### src/design/sit_pkg.sv
// Shared widths, codes and stage-advance type for the segment intersection test.
`timescale 1ns / 1ps

package sit_pkg;

  // Coordinate width and the widths that grow from it.
  localparam int COORD_BITS = 24;
  localparam int DIFF_W     = COORD_BITS + 1;
  localparam int PROD_W     = 2 * DIFF_W;
  localparam int CROSS_W    = PROD_W + 1;

  // Configuration register widths.
  localparam int EPS_COORD_W = 24;
  localparam int EPS_AREA_W  = 48;

  // Compare widths wide enough for both a magnitude and its tolerance.
  localparam int COORD_CMP_W = (DIFF_W > EPS_COORD_W) ? DIFF_W : EPS_COORD_W;
  localparam int AREA_CMP_W  = (CROSS_W > EPS_AREA_W) ? CROSS_W : EPS_AREA_W;

  // Register port: 64-bit words at byte addresses 0 and 8.
  localparam int PADDR_W     = 4;
  localparam int PDATA_W     = 64;
  localparam int REG_SEL_BIT = 3;

  typedef enum logic {
    REG_EPS_COORD = 1'b0,
    REG_EPS_AREA  = 1'b1
  } sit_reg_e;

  typedef enum logic [2:0] {
    OUT_DISJOINT  = 3'd0,
    OUT_COLLINEAR = 3'd1,
    OUT_SHARED    = 3'd2,
    OUT_NOCROSS   = 3'd3,
    OUT_CROSS     = 3'd4
  } sit_outcome_e;

  // Load enables for the three stages inside a cross-product unit.
  typedef struct packed {
    logic mul;
    logic sub;
    logic sgn;
  } sit_adv_t;

endpackage

### src/design/sit_cross.sv
// Three-stage cross product with near-zero suppression and sign extraction.
`timescale 1ns / 1ps

module sit_cross (
  input  logic                                   clk_i,
  input  sit_pkg::sit_adv_t                      adv_i,
  input  logic signed [sit_pkg::DIFF_W-1:0]      px_i,
  input  logic signed [sit_pkg::DIFF_W-1:0]      py_i,
  input  logic signed [sit_pkg::DIFF_W-1:0]      dx_i,
  input  logic signed [sit_pkg::DIFF_W-1:0]      dy_i,
  input  logic        [sit_pkg::EPS_AREA_W-1:0]  eps_area_i,
  output logic                                   zero_o,
  output logic                                   neg_o
);
  import sit_pkg::*;

  logic signed [PROD_W-1:0]  pxdy_q, pydx_q;
  logic signed [CROSS_W-1:0] cross_d, cross_q;
  logic        [CROSS_W-1:0] mag;
  logic                      zero_d, neg_d;
  logic                      zero_q, neg_q;

  // px*dy - py*dx, one multiplier each in the first stage
  always_ff @(posedge clk_i) begin
    if (adv_i.mul) begin
      pxdy_q <= px_i * dy_i;
      pydx_q <= py_i * dx_i;
    end
  end

  assign cross_d = CROSS_W'(pxdy_q) - CROSS_W'(pydx_q);

  always_ff @(posedge clk_i) begin
    if (adv_i.sub) begin
      cross_q <= cross_d;
    end
  end

  // drop values whose magnitude is under the area tolerance
  always_comb begin
    mag    = cross_q[CROSS_W-1] ? CROSS_W'($unsigned(-cross_q)) : CROSS_W'($unsigned(cross_q));
    zero_d = (AREA_CMP_W'(mag) < AREA_CMP_W'(eps_area_i)) || (cross_q == '0);
    neg_d  = cross_q[CROSS_W-1] && !zero_d;
  end

  always_ff @(posedge clk_i) begin
    if (adv_i.sgn) begin
      zero_q <= zero_d;
      neg_q  <= neg_d;
    end
  end

  assign zero_o = zero_q;
  assign neg_o  = neg_q;

endmodule
### config.mk
export PLATFORM = sky130hd
export DESIGN_NAME = sit_cross
export DESIGN_NICKNAME = d
export VERILOG_FILES = /design/src/design/sit_pkg.sv /design/src/design/sit_cross.sv
export SDC_FILE = /design/constraint.sdc
export NUM_CORES = 2
export LEC_CHECK = 0
export ABC_AREA = 1
export BUFFER_PORTS_ARGS = -buffer_cell sky130_fd_sc_hd__clkbuf_2
export CAP_MARGIN = 15
export CORE_UTILIZATION = 55
export DETAILED_ROUTE_END_ITERATION = 8
export GPL_ROUTABILITY_DRIVEN = 0
export PLACE_DENSITY = 0.7
export SYNTH_ARGS = -nofsm -noshare
export SYNTH_HDL_FRONTEND = slang
export SYNTH_SLANG_ARGS = --single-unit
### constraint.sdc
create_clock -name clk_i -period 7.9 [get_ports clk_i]
set_input_delay 1.58 -clock clk_i [delete_from_list [all_inputs] [get_ports clk_i]]
set_output_delay 1.58 -clock clk_i [all_outputs]
set_load 0.02 [all_outputs]
==> key figures <==
Clock tree
  – Number of gates resized after cts: 0
  – CTS Buffer Depth: 2
  – CTS root buf: clkbuf_16
  – H-tree depth: 4
  – Clock latency on the worst-skew pair: 0.44 ns
  – Setup Fix Bufs, Post-CTS: 0
  – Sinks on Clock Net: 153
  – Clock-pin slew on the worst setup and hold paths: 0.07 ns
  – Inserted Clock Buffers: 17
  – CTS tree: yes
  – Hold_buf cts: 0

STA
  – RSZ-0062 raised after global routing: yes
  – Pins Over Slew Limit: 0
  – Clock Skew: 0.0121 ns
  – Fmax: 0.131 GHz
  – Final setup fails: 0
  – Fin. Hold Viols: 0
  – Fin Setup TNS: 0 ns
  – Slew margin rel.: 52.8%
  – Worst-Margin Slew: 0.709 ns
  – Min Clock Period, post-route: 7.63 ns
  – Final Cycle Share: 96.6%
  – Final worst slack: 0.272 ns

Cells and area
  – Final core utilization: 59.8%
  – Layout cells sized above 1: 7.29%
  – Layout area overhead: 7.62%
  – Net count, final: 9271
  – Final cell count without fillers: 8826
  – Ant diodes: 0

Route
  – Vias per inst: 5.18
  – Number of DRC markers in iteration 0: 3741
  – DRT Pass-1 Iters: 9
  – WL final: 152000 microns
  – DRC: 36
  – Avg WL per Cell: 17.3 microns
  – Remaining antenna violation count: 0
  – Vias: 45800

Floorplan
  – Die width: 328 microns
  – Full die area: 108000 sq um
  – Rows: 119
  – Core Region: 105000 sq um
  – Starting density of the core: 55.6%
  – Die H: 328 microns
  – I/O pins: 154

Worst setup path
  – CP most frequent cell: fa_1
  – Crit-path cells: clkbuf_2 > nand2_1 > inv_1 > fa_1 > fa_1 > inv_1 > fa_1 > inv_1 > fa_1 > fa_1 > fa_1 > fa_1 > ha_1 > nand2_1 > nor2_1 > nand2_1 > nor3_1 > nand3_1 > o2111ai_1 > xor2_1
  – Crit path launch type: input port
  – CP peak stage delay: 0.65 ns
  – Critical Path Fanout Max: 10
  – CP endpoint kind: flop
  – Critical path required time: 8.08 ns
  – Critical path buffers and inverters: 4
  – Critical path type: in2reg
  – Critical Path AT: 7.81 ns
  – Top delay family on crit path: adder cells
  – Slowest-stage cell, CP: fa_1
  – Reg-to-reg slack, setup: 4.36 ns

Global routing
  – Largest net degree at the start of global routing: 56
  – Global route total overflow: 0
  – Vias in the first global route: 48700
  – Global-route wire length before repair: 253000 microns
  – Initial antenna violation count: 0
  – Tot GR Track Use: 29.7%

Synth
  – Mean Syn Cell Area: 8.05 sq um
  – Post-synth top cells: inv_1 (2237), nand2_1 (1694), fa_1 (1317)
  – Yosys cell types: 58
  – Cell taking the most area after synthesis: fa_1
  – Synth Cell Area: 58600 sq um
  – Synthesized Nets: 9125
  – Post-Synthesis Cells: 7276
  – Asr flop ratio synth: 0%
  – Synth top area cells: fa_1 (45%), inv_1 (14%), nand2_1 (11%), ha_1 (8.1%), edfxtp_1 (7.8%)
  – Seq/Total Area, Yosys: 7.84%
  – Top-count cell post-synth: inv_1
  – Post-synth top area share: 45.0%
  – #FFs+latches synth: 153
  – Post-synth EDFFs: 153
  – Top_reg_cell synth: edfxtp_1
  – Ys Warns: 0

Outcome
  – Run status: finished with violations
  – Failing checks: design-rule violations

Placement
  – Post-DP HPWL: 134000 microns
  – IO buf count: 153
  – Place WS: -0.218 ns
  – Placed cells: 8794

Min path
  – HP Class: reg2reg

Job
  – Max-Cap Viols: 0
-- kinds of logic after synthesis --
logic type,synth area share (%)
compound gates,4.42
buf+inv,16.3
xor+xnor,3.01
simple gates,15.3
fa+ha+maj,53.1
flops,7.84
-- worst register-to-register path: stages, from the launching register on --
cell      delay, ns
edfxtp_1       0.36
inv_1          0.11
ha_1           0.17
inv_1          0.05
nor2_2         0.12
nor3b_2        0.26
nand3_2        0.15
inv_2          0.12
nand4_4        0.12
nor2_4         0.16
nand2_2        0.09
nand2_1        0.07
xor2_1         0.07
ha_1           0.29
nand2_1        0.05
nor2_1         0.15
nor3b_1        0.24
and3_1         0.18
nand2_1        0.05
nand2_1        0.08
nand2_1        0.06
nand2_1        0.07
nand2_1        0.05
nand2_1        0.05
nand2_1        0.06
nand2_1        0.06
nand2_1        0.05
-- layout make-up --
type	count	area [sq um]
Clock buffer	17	425
Clock inverter	15	168
Fill cell	9436	42400
Inverter	2245	8430
Multi-Input combinational cell	4573	44400
Sequential cell	153	4590
Tap cell	1391	1740
Timing Repair Buffer	432	3260
-- per-stage QoR --
stage	cell area, sq um	hold slack [ns]
2_1_floorplan	58600	0.607
3_3_place_gp	62400	0.626
3_5_place_dp	62400	0.627
4_1_cts	63000	0.638
5_1_grt	63000	0.665
6_report	63000	0.632
-- routing by layer --
layer / global-route usage (%) / part of all wire, %
met1: 41.1 / 42
met2: 49.0 / 47
met3: 4.10 / 8.2
met4: 7.95 / 3.0
met5: 0 / 0
-- cell usage in the layout (no fill, tap or decap), drive strengths merged --
master / Yosys / layout
and3: 4 / 4
o41ai: 2 / 2
edfxtp: 153 / 153
nand2: 1702 / 1702
o22ai: 1 / 1
o211ai: 3 / 3
o221ai: 1 / 1
nand3: 102 / 102
a21oi: 182 / 182
a211oi: 4 / 4
clkinv: 0 / 7
o21a: 15 / 15
o2111ai: 2 / 2
a31oi: 31 / 31
nor4: 12 / 12
bufinv: 0 / 2
nor3: 39 / 39
inv: 2245 / 2250
buf: 3 / 280
nor2: 317 / 317
xor2: 142 / 142
or2: 16 / 16
xnor2: 59 / 59
a21o: 20 / 20
a21boi: 10 / 10
o21ai: 136 / 136
nand4: 28 / 28
clkinvlp: 0 / 1
clkbuf: 302 / 169
a221oi: 1 / 1
o31ai: 4 / 4
a41oi: 1 / 1
ha: 380 / 380
nor3b: 2 / 2
a2111oi: 1 / 1
nand3b: 5 / 5
and2: 1 / 1
fa: 1317 / 1317
o21bai: 33 / 33
-- flip-flops by register name, indices dropped and copies added, names as in the netlist --
signal	count
pxdy_q	50
cross_q	51
neg_o	1
zero_o	1
pydx_q	50
-- final timing paths --
| path | start | end | cells past startpoint |
|---|---|---|---|
| worst min register to register | pydx_q[0]$_DFFE_PP_ | cross_q[0]$_DFFE_PP_ | 2 |
| worst max register to register | cross_q[0]$_DFFE_PP_ | zero_o$_DFFE_PP_ | 26 |
| worst max-delay path | px_i[24] | pxdy_q[43]$_DFFE_PP_ | 20 |
| worst min-delay path | pydx_q[0]$_DFFE_PP_ | cross_q[0]$_DFFE_PP_ | 2 |
Power is left out: the tool's default activity adds up to more than one toggle a clock period on the data nets, which glitch-free logic cannot reach.
